**src/hdl/mcs51_instruction_subset_exec_defines.svh**
```systemverilog
// Assertion macros used by the top level of the 8051 subset executor.
`ifndef MCS51_INSTRUCTION_SUBSET_EXEC_DEFINES_SVH
`define MCS51_INSTRUCTION_SUBSET_EXEC_DEFINES_SVH
`ifndef SYNTHESIS
// Same-cycle implication, checked outside reset.
`define MCS_ASSERT_IMP(lbl, ante, cons) \
    lbl: assert property (@(posedge i_clk) disable iff (!i_rst_n) (ante) |-> (cons)) \
        else $error("mcs51x assertion failed");
// Next-cycle implication, checked outside reset.
`define MCS_ASSERT_NXT(lbl, ante, cons) \
    lbl: assert property (@(posedge i_clk) disable iff (!i_rst_n) (ante) |=> (cons)) \
        else $error("mcs51x assertion failed");
`else
`define MCS_ASSERT_IMP(lbl, ante, cons)
`define MCS_ASSERT_NXT(lbl, ante, cons)
`endif
`endif

```
**src/hdl/mcs51x_pkg.sv**
```systemverilog
// Package with types, opcodes, addresses and class codes of the 8051 subset executor.
package mcs51x_pkg;

    // Internal RAM geometry; every RAM address is reduced to these bits.
    localparam int RAM_DEPTH = 256;
    localparam int RAM_AW    = $clog2(RAM_DEPTH);

    typedef logic [RAM_AW-1:0] t_addr;

    // Channel payloads.
    typedef struct packed {
        logic [7:0] opcode;
        logic [7:0] operand_first;
        logic [7:0] operand_second;
    } t_in_item;

    typedef struct packed {
        logic [15:0] next_pc;
        logic [7:0]  accumulator;
        logic [7:0]  status_word;
        logic        unknown_opcode;
    } t_out_item;

    // Instruction classes assigned by the front end.
    localparam logic [3:0] CL_NOP   = 4'd0;
    localparam logic [3:0] CL_AJMP  = 4'd1;
    localparam logic [3:0] CL_LJMP  = 4'd2;
    localparam logic [3:0] CL_LCALL = 4'd3;
    localparam logic [3:0] CL_RET   = 4'd4;
    localparam logic [3:0] CL_RR    = 4'd5;
    localparam logic [3:0] CL_RL    = 4'd6;
    localparam logic [3:0] CL_RRC   = 4'd7;
    localparam logic [3:0] CL_INCA  = 4'd8;
    localparam logic [3:0] CL_DPTR  = 4'd9;
    localparam logic [3:0] CL_DIR   = 4'd10;
    localparam logic [3:0] CL_IND   = 4'd11;
    localparam logic [3:0] CL_REG   = 4'd12;
    localparam logic [3:0] CL_JB    = 4'd13;
    localparam logic [3:0] CL_BAD   = 4'd14;

    // Queue entry between front and back.
    typedef struct packed {
        t_in_item   item;
        logic [3:0] cls;
    } t_q_entry;

    // Back end status seen by the top level.
    typedef struct packed {
        logic pop;
        logic busy;
        logic fin;
    } t_bk_stat;

    // Opcodes.
    localparam logic [7:0] OP_NOP      = 8'h00;
    localparam logic [7:0] OP_LJMP     = 8'h02;
    localparam logic [7:0] OP_RR       = 8'h03;
    localparam logic [7:0] OP_JBC      = 8'h10;
    localparam logic [7:0] OP_LCALL    = 8'h12;
    localparam logic [7:0] OP_RRC      = 8'h13;
    localparam logic [7:0] OP_JB       = 8'h20;
    localparam logic [7:0] OP_RET      = 8'h22;
    localparam logic [7:0] OP_RL       = 8'h23;
    localparam logic [7:0] OP_INC_DPTR = 8'hA3;
    localparam logic [7:0] OP_INC_LO   = 8'h04;
    localparam logic [7:0] OP_INC_HI   = 8'h0F;
    localparam logic [7:0] OP_DEC_LO   = 8'h14;
    localparam logic [7:0] OP_DEC_HI   = 8'h1F;
    localparam logic [4:0] OP_AJMP_LOW = 5'h01;
    localparam logic [3:0] SUB_ACC     = 4'h4;
    localparam logic [3:0] SUB_DIR     = 4'h5;
    localparam logic [3:0] SUB_IND_HI  = 4'h7;

    // Special function register addresses and reset values.
    localparam logic [7:0] ADDR_ACC = 8'hE0;
    localparam logic [7:0] ADDR_PSW = 8'hD0;
    localparam logic [7:0] ADDR_SP  = 8'h81;
    localparam logic [7:0] ADDR_DPL = 8'h82;
    localparam logic [7:0] ADDR_DPH = 8'h83;
    localparam logic [7:0] BIT_BASE = 8'h20;
    localparam logic [7:0] SP_RESET = 8'h07;

    // Reduce a byte address to a RAM address.
    function automatic t_addr to_addr(input logic [7:0] a);
        return t_addr'(a);
    endfunction

endpackage

```
**src/hdl/mcs51x_ram.sv**
```systemverilog
// Generic single-write, single-read RAM with registered read data.
module mcs51x_ram #(
    parameter int WIDTH = 8,
    parameter int DEPTH = 256
) (
    input  logic                     i_clk,
    input  logic                     i_we,
    input  logic [$clog2(DEPTH)-1:0] i_waddr,
    input  logic [WIDTH-1:0]         i_wdata,
    input  logic                     i_re,
    input  logic [$clog2(DEPTH)-1:0] i_raddr,
    output logic [WIDTH-1:0]         o_rdata
);

    logic [WIDTH-1:0] r_mem [DEPTH];
    logic [WIDTH-1:0] r_rdata;

    // Write port and registered read port.
    always_ff @(posedge i_clk) begin
        if (i_we) begin
            r_mem[i_waddr] <= i_wdata;
        end
        if (i_re) begin
            r_rdata <= r_mem[i_raddr];
        end
    end

    assign o_rdata = r_rdata;

endmodule

```
**src/hdl/mcs51x_front.sv**
```systemverilog
// Front end: accepts instruction items and classifies the opcode.
module mcs51x_front
    import mcs51x_pkg::*;
(
    input  logic     i_in_valid,
    output logic     o_in_stall,
    input  t_in_item i_in,
    input  logic     i_q_full,
    output logic     o_push,
    output t_q_entry o_push_data
);

    logic [7:0] op;
    logic [3:0] cls;

    assign op = i_in.opcode;

    // Opcode decode into execution classes.
    always_comb begin
        cls = CL_BAD;
        if (op[4:0] == OP_AJMP_LOW) begin
            cls = CL_AJMP;
        end else if ((op >= OP_INC_LO && op <= OP_INC_HI) ||
                     (op >= OP_DEC_LO && op <= OP_DEC_HI)) begin
            if (op[3:0] == SUB_ACC) begin
                cls = CL_INCA;
            end else if (op[3:0] == SUB_DIR) begin
                cls = CL_DIR;
            end else if (op[3:0] <= SUB_IND_HI) begin
                cls = CL_IND;
            end else begin
                cls = CL_REG;
            end
        end else begin
            case (op)
                OP_NOP:      cls = CL_NOP;
                OP_LJMP:     cls = CL_LJMP;
                OP_LCALL:    cls = CL_LCALL;
                OP_RET:      cls = CL_RET;
                OP_RR:       cls = CL_RR;
                OP_RL:       cls = CL_RL;
                OP_RRC:      cls = CL_RRC;
                OP_INC_DPTR: cls = CL_DPTR;
                OP_JB:       cls = CL_JB;
                OP_JBC:      cls = CL_JB;
                default:     cls = CL_BAD;
            endcase
        end
    end

    // The queue's fill level alone throttles the input.
    assign o_in_stall       = i_q_full;
    assign o_push           = i_in_valid && !i_q_full;
    assign o_push_data.item = i_in;
    assign o_push_data.cls  = cls;

endmodule

```
**src/hdl/mcs51x_queue.sv**
```systemverilog
// Two-entry queue between the front and back ends.
module mcs51x_queue
    import mcs51x_pkg::*;
(
    input  logic     i_clk,
    input  logic     i_rst_n,
    input  logic     i_push,
    input  t_q_entry i_data,
    output logic     o_full,
    output logic     o_valid,
    output t_q_entry o_data,
    input  logic     i_pop
);

    t_q_entry   r_mem [2];
    logic       r_wp;
    logic       r_rp;
    logic [1:0] r_cnt;

    // Pointers and fill count.
    always_ff @(posedge i_clk) begin
        if (!i_rst_n) begin
            r_wp  <= 1'b0;
            r_rp  <= 1'b0;
            r_cnt <= 2'd0;
        end else begin
            if (i_push) begin
                r_wp <= ~r_wp;
            end
            if (i_pop) begin
                r_rp <= ~r_rp;
            end
            r_cnt <= r_cnt + {1'b0, i_push} - {1'b0, i_pop};
        end
    end

    // Entry storage.
    always_ff @(posedge i_clk) begin
        if (i_push) begin
            r_mem[r_wp] <= i_data;
        end
    end

    assign o_full  = r_cnt[1];
    assign o_valid = (r_cnt != 2'd0);
    assign o_data  = r_mem[r_rp];

endmodule

```
**src/hdl/mcs51x_back.sv**
```systemverilog
// Back end: executes classified instructions against the PC, SFR copies and internal RAM.
module mcs51x_back
    import mcs51x_pkg::*;
(
    input  logic      i_clk,
    input  logic      i_rst_n,
    input  logic      i_head_valid,
    input  t_q_entry  i_head,
    output t_bk_stat  o_stat,
    output logic      o_out_valid,
    input  logic      i_out_stall,
    output t_out_item o_out
);

    localparam logic [2:0] S_DISP  = 3'd0;
    localparam logic [2:0] S_WB    = 3'd1;
    localparam logic [2:0] S_PTR   = 3'd2;
    localparam logic [2:0] S_CALL2 = 3'd3;
    localparam logic [2:0] S_RET2  = 3'd4;
    localparam logic [2:0] S_RET3  = 3'd5;
    localparam logic [2:0] S_JB    = 3'd6;

    logic [2:0]  r_state, n_state;
    logic [15:0] r_pc, n_pc;
    logic [7:0]  r_acc, n_acc;
    logic [7:0]  r_psw, n_psw;
    logic [7:0]  r_sp, n_sp;
    logic [7:0]  r_dpl, n_dpl;
    logic [7:0]  r_dph, n_dph;
    logic [7:0]  r_op, n_op;
    logic [7:0]  r_b1, n_b1;
    logic [7:0]  r_b2, n_b2;
    t_addr       r_addr, n_addr;
    logic [7:0]  r_tmp, n_tmp;
    logic        r_sh_hit;
    logic [7:0]  r_sh_val;
    logic        r_rv;
    logic [RAM_DEPTH-1:0] r_vld;
    logic        r_ov, n_ov;
    t_out_item   r_out, n_out;

    logic        out_free;
    logic [7:0]  rd_data;
    logic [7:0]  ram_q;
    logic        rd_en;
    t_addr       rd_addr;
    logic        sh_hit;
    logic [7:0]  sh_val;
    logic        wr_en;
    t_addr       wr_addr;
    logic [7:0]  wr_data;
    logic        wr_hit;
    logic        ram_we;
    logic        pop;
    logic        fin;
    logic        unk;
    logic [7:0]  op;
    logic [7:0]  b1;
    logic [7:0]  b2;
    logic [15:0] ret_pc;
    logic [15:0] jb_next;
    logic [15:0] ajmp_base;
    logic [7:0]  sp_inc;
    logic [15:0] dptr_inc;
    logic [7:0]  step_data;
    logic        bit_set;

    assign op       = i_head.item.opcode;
    assign b1       = i_head.item.operand_first;
    assign b2       = i_head.item.operand_second;
    assign out_free = !r_ov || !i_out_stall;
    assign rd_data  = r_sh_hit ? r_sh_val : (r_rv ? ram_q : 8'h00);
    assign ret_pc   = r_pc + 16'd3;
    assign jb_next  = r_pc + 16'd3;
    assign ajmp_base = r_pc + 16'd2;
    assign sp_inc   = r_sp + 8'd1;
    assign dptr_inc = {r_dph, r_dpl} + 16'd1;
    assign step_data = r_op[4] ? (rd_data - 8'd1) : (rd_data + 8'd1);
    assign bit_set  = rd_data[r_b1[2:0]];

    // Read address against the SFR copies, sampled at issue.
    always_comb begin
        sh_hit = 1'b1;
        sh_val = r_acc;
        if (rd_addr == to_addr(ADDR_ACC)) begin
            sh_val = r_acc;
        end else if (rd_addr == to_addr(ADDR_PSW)) begin
            sh_val = r_psw;
        end else if (rd_addr == to_addr(ADDR_SP)) begin
            sh_val = r_sp;
        end else if (rd_addr == to_addr(ADDR_DPL)) begin
            sh_val = r_dpl;
        end else if (rd_addr == to_addr(ADDR_DPH)) begin
            sh_val = r_dph;
        end else begin
            sh_hit = 1'b0;
        end
    end

    // Sequencer and next-state logic.
    always_comb begin
        n_state = r_state;
        n_pc    = r_pc;
        n_acc   = r_acc;
        n_psw   = r_psw;
        n_sp    = r_sp;
        n_dpl   = r_dpl;
        n_dph   = r_dph;
        n_op    = r_op;
        n_b1    = r_b1;
        n_b2    = r_b2;
        n_addr  = r_addr;
        n_tmp   = r_tmp;
        rd_en   = 1'b0;
        rd_addr = r_addr;
        wr_en   = 1'b0;
        wr_addr = r_addr;
        wr_data = 8'h00;
        wr_hit  = 1'b0;
        pop     = 1'b0;
        fin     = 1'b0;
        unk     = 1'b0;

        case (r_state)
            S_DISP: begin
                if (i_head_valid) begin
                    case (i_head.cls)
                        CL_DIR, CL_REG, CL_IND, CL_JB, CL_LCALL, CL_RET: begin
                            pop  = 1'b1;
                            n_op = op;
                            n_b1 = b1;
                            n_b2 = b2;
                        end
                        default: begin
                            pop = out_free;
                            fin = out_free;
                        end
                    endcase
                    // Items that finish at dispatch change state only when their result can be taken.
                    if (pop) begin
                        case (i_head.cls)
                            CL_NOP: n_pc = r_pc + 16'd1;
                            CL_AJMP: begin
                                n_pc = {ajmp_base[15:11], op[7:5], b1};
                            end
                            CL_LJMP: n_pc = {b1, b2};
                            CL_RR: begin
                                n_acc = {r_acc[0], r_acc[7:1]};
                                n_pc  = r_pc + 16'd1;
                            end
                            CL_RL: begin
                                n_acc = {r_acc[6:0], r_acc[7]};
                                n_pc  = r_pc + 16'd1;
                            end
                            CL_RRC: begin
                                n_acc = {r_psw[7], r_acc[7:1]};
                                n_psw = {r_acc[0], r_psw[6:0]};
                                n_pc  = r_pc + 16'd1;
                            end
                            CL_INCA: begin
                                n_acc = op[4] ? (r_acc - 8'd1) : (r_acc + 8'd1);
                                n_pc  = r_pc + 16'd1;
                            end
                            CL_DPTR: begin
                                {n_dph, n_dpl} = dptr_inc;
                                n_pc = r_pc + 16'd1;
                            end
                            CL_DIR: begin
                                rd_en   = 1'b1;
                                rd_addr = to_addr(b1);
                                n_addr  = to_addr(b1);
                                n_state = S_WB;
                            end
                            CL_REG: begin
                                rd_en   = 1'b1;
                                rd_addr = to_addr({3'b000, r_psw[4:3], op[2:0]});
                                n_addr  = rd_addr;
                                n_state = S_WB;
                            end
                            CL_IND: begin
                                rd_en   = 1'b1;
                                rd_addr = to_addr({3'b000, r_psw[4:3], 2'b00, op[0]});
                                n_state = S_PTR;
                            end
                            CL_JB: begin
                                rd_en   = 1'b1;
                                rd_addr = to_addr(BIT_BASE + {3'b000, b1[7:3]});
                                n_addr  = rd_addr;
                                n_state = S_JB;
                            end
                            CL_LCALL: begin
                                // Push the low byte of the return address.
                                n_sp    = sp_inc;
                                wr_en   = 1'b1;
                                wr_addr = to_addr(sp_inc);
                                wr_data = ret_pc[7:0];
                                n_state = S_CALL2;
                            end
                            CL_RET: begin
                                // Pop the high byte of the return address.
                                rd_en   = 1'b1;
                                rd_addr = to_addr(r_sp);
                                n_sp    = r_sp - 8'd1;
                                n_state = S_RET2;
                            end
                            default: unk = 1'b1;
                        endcase
                    end
                end
            end
            S_PTR: begin
                rd_en   = 1'b1;
                rd_addr = to_addr(rd_data);
                n_addr  = to_addr(rd_data);
                n_state = S_WB;
            end
            S_WB: begin
                if (out_free) begin
                    wr_en   = 1'b1;
                    wr_addr = r_addr;
                    wr_data = step_data;
                    n_pc    = r_pc + ((r_op[3:0] == SUB_DIR) ? 16'd2 : 16'd1);
                    fin     = 1'b1;
                    n_state = S_DISP;
                end
            end
            S_JB: begin
                if (out_free) begin
                    if (bit_set) begin
                        if (r_op == OP_JBC) begin
                            wr_en   = 1'b1;
                            wr_addr = r_addr;
                            wr_data = rd_data & ~(8'h01 << r_b1[2:0]);
                        end
                        n_pc = jb_next + {{8{r_b2[7]}}, r_b2};
                    end else begin
                        n_pc = jb_next;
                    end
                    fin     = 1'b1;
                    n_state = S_DISP;
                end
            end
            S_CALL2: begin
                if (out_free) begin
                    n_sp    = sp_inc;
                    wr_en   = 1'b1;
                    wr_addr = to_addr(sp_inc);
                    wr_data = ret_pc[15:8];
                    n_pc    = {r_b1, r_b2};
                    fin     = 1'b1;
                    n_state = S_DISP;
                end
            end
            S_RET2: begin
                n_tmp   = rd_data;
                rd_en   = 1'b1;
                rd_addr = to_addr(r_sp);
                n_sp    = r_sp - 8'd1;
                n_state = S_RET3;
            end
            S_RET3: begin
                if (out_free) begin
                    n_pc    = {r_tmp, rd_data};
                    fin     = 1'b1;
                    n_state = S_DISP;
                end
            end
            default: n_state = S_DISP;
        endcase

        // A write to an SFR address lands in its copy and overrides earlier next-state values.
        if (wr_en) begin
            wr_hit = 1'b1;
            if (wr_addr == to_addr(ADDR_ACC)) begin
                n_acc = wr_data;
            end else if (wr_addr == to_addr(ADDR_PSW)) begin
                n_psw = wr_data;
            end else if (wr_addr == to_addr(ADDR_SP)) begin
                n_sp = wr_data;
            end else if (wr_addr == to_addr(ADDR_DPL)) begin
                n_dpl = wr_data;
            end else if (wr_addr == to_addr(ADDR_DPH)) begin
                n_dph = wr_data;
            end else begin
                wr_hit = 1'b0;
            end
        end

        // Result register: loaded on completion, freed when taken.
        n_ov  = r_ov;
        n_out = r_out;
        if (fin) begin
            n_ov  = 1'b1;
            n_out = '{next_pc: unk ? r_pc : n_pc, accumulator: n_acc,
                      status_word: n_psw, unknown_opcode: unk};
        end else if (!i_out_stall) begin
            n_ov = 1'b0;
        end
    end

    assign ram_we = wr_en && !wr_hit;

    // Architectural and control state.
    always_ff @(posedge i_clk) begin
        if (!i_rst_n) begin
            r_state <= S_DISP;
            r_pc    <= 16'h0000;
            r_acc   <= 8'h00;
            r_psw   <= 8'h00;
            r_sp    <= SP_RESET;
            r_dpl   <= 8'h00;
            r_dph   <= 8'h00;
            r_vld   <= '0;
            r_ov    <= 1'b0;
        end else begin
            r_state <= n_state;
            r_pc    <= n_pc;
            r_acc   <= n_acc;
            r_psw   <= n_psw;
            r_sp    <= n_sp;
            r_dpl   <= n_dpl;
            r_dph   <= n_dph;
            r_ov    <= n_ov;
            if (ram_we) begin
                r_vld[wr_addr] <= 1'b1;
            end
        end
    end

    // Operand and read-side payload registers.
    always_ff @(posedge i_clk) begin
        r_op   <= n_op;
        r_b1   <= n_b1;
        r_b2   <= n_b2;
        r_addr <= n_addr;
        r_tmp  <= n_tmp;
        r_out  <= n_out;
        if (rd_en) begin
            r_sh_hit <= sh_hit;
            r_sh_val <= sh_val;
            r_rv     <= r_vld[rd_addr];
        end
    end

    mcs51x_ram #(
        .WIDTH (8),
        .DEPTH (RAM_DEPTH)
    ) u_ram (
        .i_clk   (i_clk),
        .i_we    (ram_we),
        .i_waddr (wr_addr),
        .i_wdata (wr_data),
        .i_re    (rd_en),
        .i_raddr (rd_addr),
        .o_rdata (ram_q)
    );

    assign o_stat.pop  = pop;
    assign o_stat.busy = (r_state != S_DISP);
    assign o_stat.fin  = fin;
    assign o_out_valid = r_ov;
    assign o_out       = r_out;

endmodule

```
**src/hdl/mcs51_instruction_subset_exec.sv**
```systemverilog
// Top level of the 8051 instruction-subset executor.
// Each input item is one fetched instruction and yields one result item with the new PC,
// ACC, PSW and an unknown-opcode flag. NOP, AJMP, LJMP, RR, RL, RRC, INC/DEC A, INC DPTR and
// unknown opcodes finish at dispatch; INC/DEC direct or Rn, JB/JBC and LCALL pass through
// write-back, bit-test or second-push state; INC/DEC @Ri read a pointer and RET pops
// in two reads, as the single synchronous RAM has registered read data. ACC, PSW, SP, DPL
// and DPH live in registers, and RAM entries read as zero until first written, so no
// clearing pass follows reset. A two-entry queue lets new items be taken while one executes.
`include "mcs51_instruction_subset_exec_defines.svh"
module mcs51_instruction_subset_exec
    import mcs51x_pkg::*;
(
    input  logic      i_clk,
    input  logic      i_rst_n,
    input  logic      i_in_valid,
    output logic      o_in_stall,
    input  t_in_item  i_in,
    output logic      o_out_valid,
    input  logic      i_out_stall,
    output t_out_item o_out
);

    logic     w_push;
    t_q_entry w_push_data;
    logic     w_q_full;
    logic     w_q_valid;
    t_q_entry w_q_head;
    t_bk_stat w_bk;

    mcs51x_front u_front (
        .i_in_valid  (i_in_valid),
        .o_in_stall  (o_in_stall),
        .i_in        (i_in),
        .i_q_full    (w_q_full),
        .o_push      (w_push),
        .o_push_data (w_push_data)
    );

    mcs51x_queue u_queue (
        .i_clk   (i_clk),
        .i_rst_n (i_rst_n),
        .i_push  (w_push),
        .i_data  (w_push_data),
        .o_full  (w_q_full),
        .o_valid (w_q_valid),
        .o_data  (w_q_head),
        .i_pop   (w_bk.pop)
    );

    mcs51x_back u_back (
        .i_clk        (i_clk),
        .i_rst_n      (i_rst_n),
        .i_head_valid (w_q_valid),
        .i_head       (w_q_head),
        .o_stat       (w_bk),
        .o_out_valid  (o_out_valid),
        .i_out_stall  (i_out_stall),
        .o_out        (o_out)
    );

    // A full queue is never empty, and the back end pops only an existing entry.
    `MCS_ASSERT_IMP(a_stall_has_entry, o_in_stall, w_q_valid)
    `MCS_ASSERT_IMP(a_pop_when_idle, w_bk.pop, !w_bk.busy && w_q_valid)
    // A completed instruction shows its result on the next cycle.
    `MCS_ASSERT_NXT(a_fin_shows_result, w_bk.fin, o_out_valid)

endmodule

```
**config.mk**
```make
export PLATFORM = sky130hd
export DESIGN_NAME = mcs51_instruction_subset_exec
export DESIGN_NICKNAME = d
export VERILOG_FILES = /design/src/hdl/mcs51x_pkg.sv /design/src/hdl/mcs51x_ram.sv /design/src/hdl/mcs51x_front.sv /design/src/hdl/mcs51x_queue.sv /design/src/hdl/mcs51x_back.sv /design/src/hdl/mcs51_instruction_subset_exec.sv
export VERILOG_INCLUDE_DIRS = /design/src /design/src/hdl
export SDC_FILE = /design/constraint.sdc
export NUM_CORES = 2
export LEC_CHECK = 0
export ABC_CLOCK_PERIOD_IN_PS = 12420
export BUFFER_PORTS_ARGS = -buffer_cell sky130_fd_sc_hd__clkbuf_2
export CAP_MARGIN = 10
export CORE_ASPECT_RATIO = 1.4
export CORE_MARGIN = 2
export CORE_UTILIZATION = 63
export DETAILED_ROUTE_END_ITERATION = 6
export PLACE_DENSITY = 0.79
export SLEW_MARGIN = 20
export SYNTH_ARGS = -nofsm -noshare
export SYNTH_HDL_FRONTEND = slang
export SYNTH_HIERARCHICAL = 1
export SYNTH_SLANG_ARGS = --single-unit
```
**constraint.sdc**
```tcl
create_clock -name i_clk -period 12.42 [get_ports i_clk]
set_clock_uncertainty 0.05 [all_clocks]
set_input_delay 2.484 -clock i_clk [delete_from_list [all_inputs] [get_ports i_clk]]
set_output_delay 2.484 -clock i_clk [all_outputs]
set_load 0.03 [all_outputs]
```
==> metrics.cfg <==
[outcome]
status = finished with violations
violations = design-rule violations

[floorplan]
initial_core_util = 0.634
pin_count = 63
fp-row-count = 177
core-area_um2 = 166000
die-area_um2 = 170000
fp.dieW_um = 349
chipHeight_um = 488

[cells_and_area]
layout_common_cells = edfxtp_1 (2,195), nor2_1 (651), mux4_2 (459), nand2_1 (415), dfxtp_1 (319)
layoutNonFillerInstCount = 9021
synthToLayoutAreaGrowth_pct = 8.28
postLayoutCellArea_um2 = 114000
finalNetCount = 6756
drive_gt1_frac = 0.160
layout_commonest_cell = edfxtp_1

[timing]
hold_viol = 0
rsz0062_at_grt = false
timing.hold.ws_ps = 406
tns_ps = 0
finalCriticalPeriod_ps = 7650
fmax_mhz = 131
drv_slew = 0
period_share = 0.616
tightest_slew_ps = 1330
setup_violations = 0
max-slew-margin-rel = 0.102

[cts]
cts_hold_buf = 0
cts_root_buf = clkbuf_16
cts_resized = 0
clock_sinks = 2516
htreeDepth = 4
clk_pin_slew_ps = 70
clockBufferDepth = 3
postCtsSetupBuffers = 0
cts_buffers = 216
cts_tree = built
clk-insertion-delay-late_ps = 880

[drt]
ant_nets = 0
first_iter_violations = 9780
routed_wl_mm = 300
route.vias.total = 64900
viasPerCell = 7.20
drc_errors = 11
wire_per_inst_um = 33.3
drtPass1Iterations = 7

[flow_run]
drv_cap = 0

[synthesis]
syn_nets = 6814
syn_area_um2 = 105000
synth_cells = 6746
yosys_warnings = 6
synth.avg_cell_area_um2 = 15.6

[power_and_ir_drop]
p_leak_uw = 0.0368
power_density_nw_per_um2 = 282
ir_drop_uv = 324
total_power_uw = 32200

[global_route]
grt-ovfl-total = 0
antenna_found_initial = 11
grt_pass1_wl_mm = 434
grt_pass1_vias = 62800
grt_max_degree = 176
gr-usage-all-layers = 0.353

[worst_setup_path]
slowest_delay_ps = 920
cpMostUsedCell = buf_4
critPathArrivalTime_ps = 8190
required_ps = 12960
critPathMaxFanout = 61
r2r_slack_ps = 4770
cp-end-kind = flip-flop
cp_slowest_cell = nor4_1
worstSetupPathType = flip-flop to flip-flop
crit_chain = buf_4 > mux2_2 > nand4bb_1 > o21a_1 > o31ai_1 > a22o_4 > inv_8 > buf_4 > buf_4 > mux4_2 > nor2b_1 > a211oi_1 > nor3_1 > nor4_1 > nor4_2
cp-start-kind = flip-flop

[place]
io_buffers = 62
place_area_um2 = 107000
hpwl_mm = 182
dp_cells = 8617
gp_congestion = 1.01

[hold_path]
hold_path.class = flip-flop to flip-flop

==> critical path, delay by kind of cell, from the launching register on <==
family | cells | cell delay, ps
AOI/OAI and AO/OA | 4 | 1280
buffers and inverters | 4 | 2510
DFF | 1 | 320
muxes | 2 | 1360
and+or+nand+nor | 5 | 1600
==> cell type report <==
class,instances,area [um2]
Multi-Input combinational cell,3692,30200
Clock inverter,133,1280
Tap cell,2148,2690
Fill cell,10200,52200
Timing Repair Buffer,187,1320
Inverter,75,338
Clock buffer,266,5740
Antenna cell,4,10.0
Sequential cell,2516,72300
==> per-layer routing <==
| metal | part of all wire | track usage | wire length (um) |
|---|---|---|---|
| met1 | 0.32 | 0.426 | 96600 |
| met2 | 0.48 | 0.571 | 145000 |
| met3 | 0.10 | 0.0675 | 31200 |
| met4 | 0.091 | 0.261 | 27300 |
| met5 | 0.00028 | 0 | 84 |
==> power by group <==
group / switching (uW) / leakage (uW) / internal, uW / total, uW
registers: 172 / 0.0229 / 10300 / 10500
logic: 9800 / 0.0105 / 5130 / 14900
clock network: 3100 / 0.00339 / 3660 / 6750
==> per-stage QoR <==
step           utilization  worst slack (ps)
5_1_grt              0.686              4430
3_5_place_dp         0.643              4790
6_report             0.686              4770
3_3_place_gp         0.643              4860
4_1_cts              0.686              4860
2_1_floorplan            -              2950
==> state kept, by name, summed over array words and instances, names as in the netlist, 2 cells and up, named ones only <==
signal,flops
u_back/r_acc,8
u_back/r_b2,8
u_back/r_addr,8
u_back/r_sh_val,8
u_back/r_vld,256
u_back/u_ram/o_rdata,8
u_back/r_dph,8
u_back/r_sp,8
u_back/r_tmp,8
u_back/r_op,8
u_queue/r_mem,56
u_back/r_dpl,8
u_back/u_ram/r_mem,2048
u_back/o_out,33
u_back/r_state,3
u_back/r_b1,8
u_back/r_psw,8
u_back/r_pc,16
u_queue/r_cnt,2
==> path summary, 6_finish.rpt <==
check / cells after the start / endpoint / from
setup reg to reg: 15 / u_back/u_ram/o_rdata[2] / flip-flop
hold reg to reg: 1 / u_back/r_vld[124] / u_back/r_vld[124]
setup / recovery: 15 / u_back/u_ram/o_rdata[2] / flip-flop
hold / removal: 1 / u_back/r_vld[124] / u_back/r_vld[124]
No activity file was read; power rests on OpenSTA's default activity.
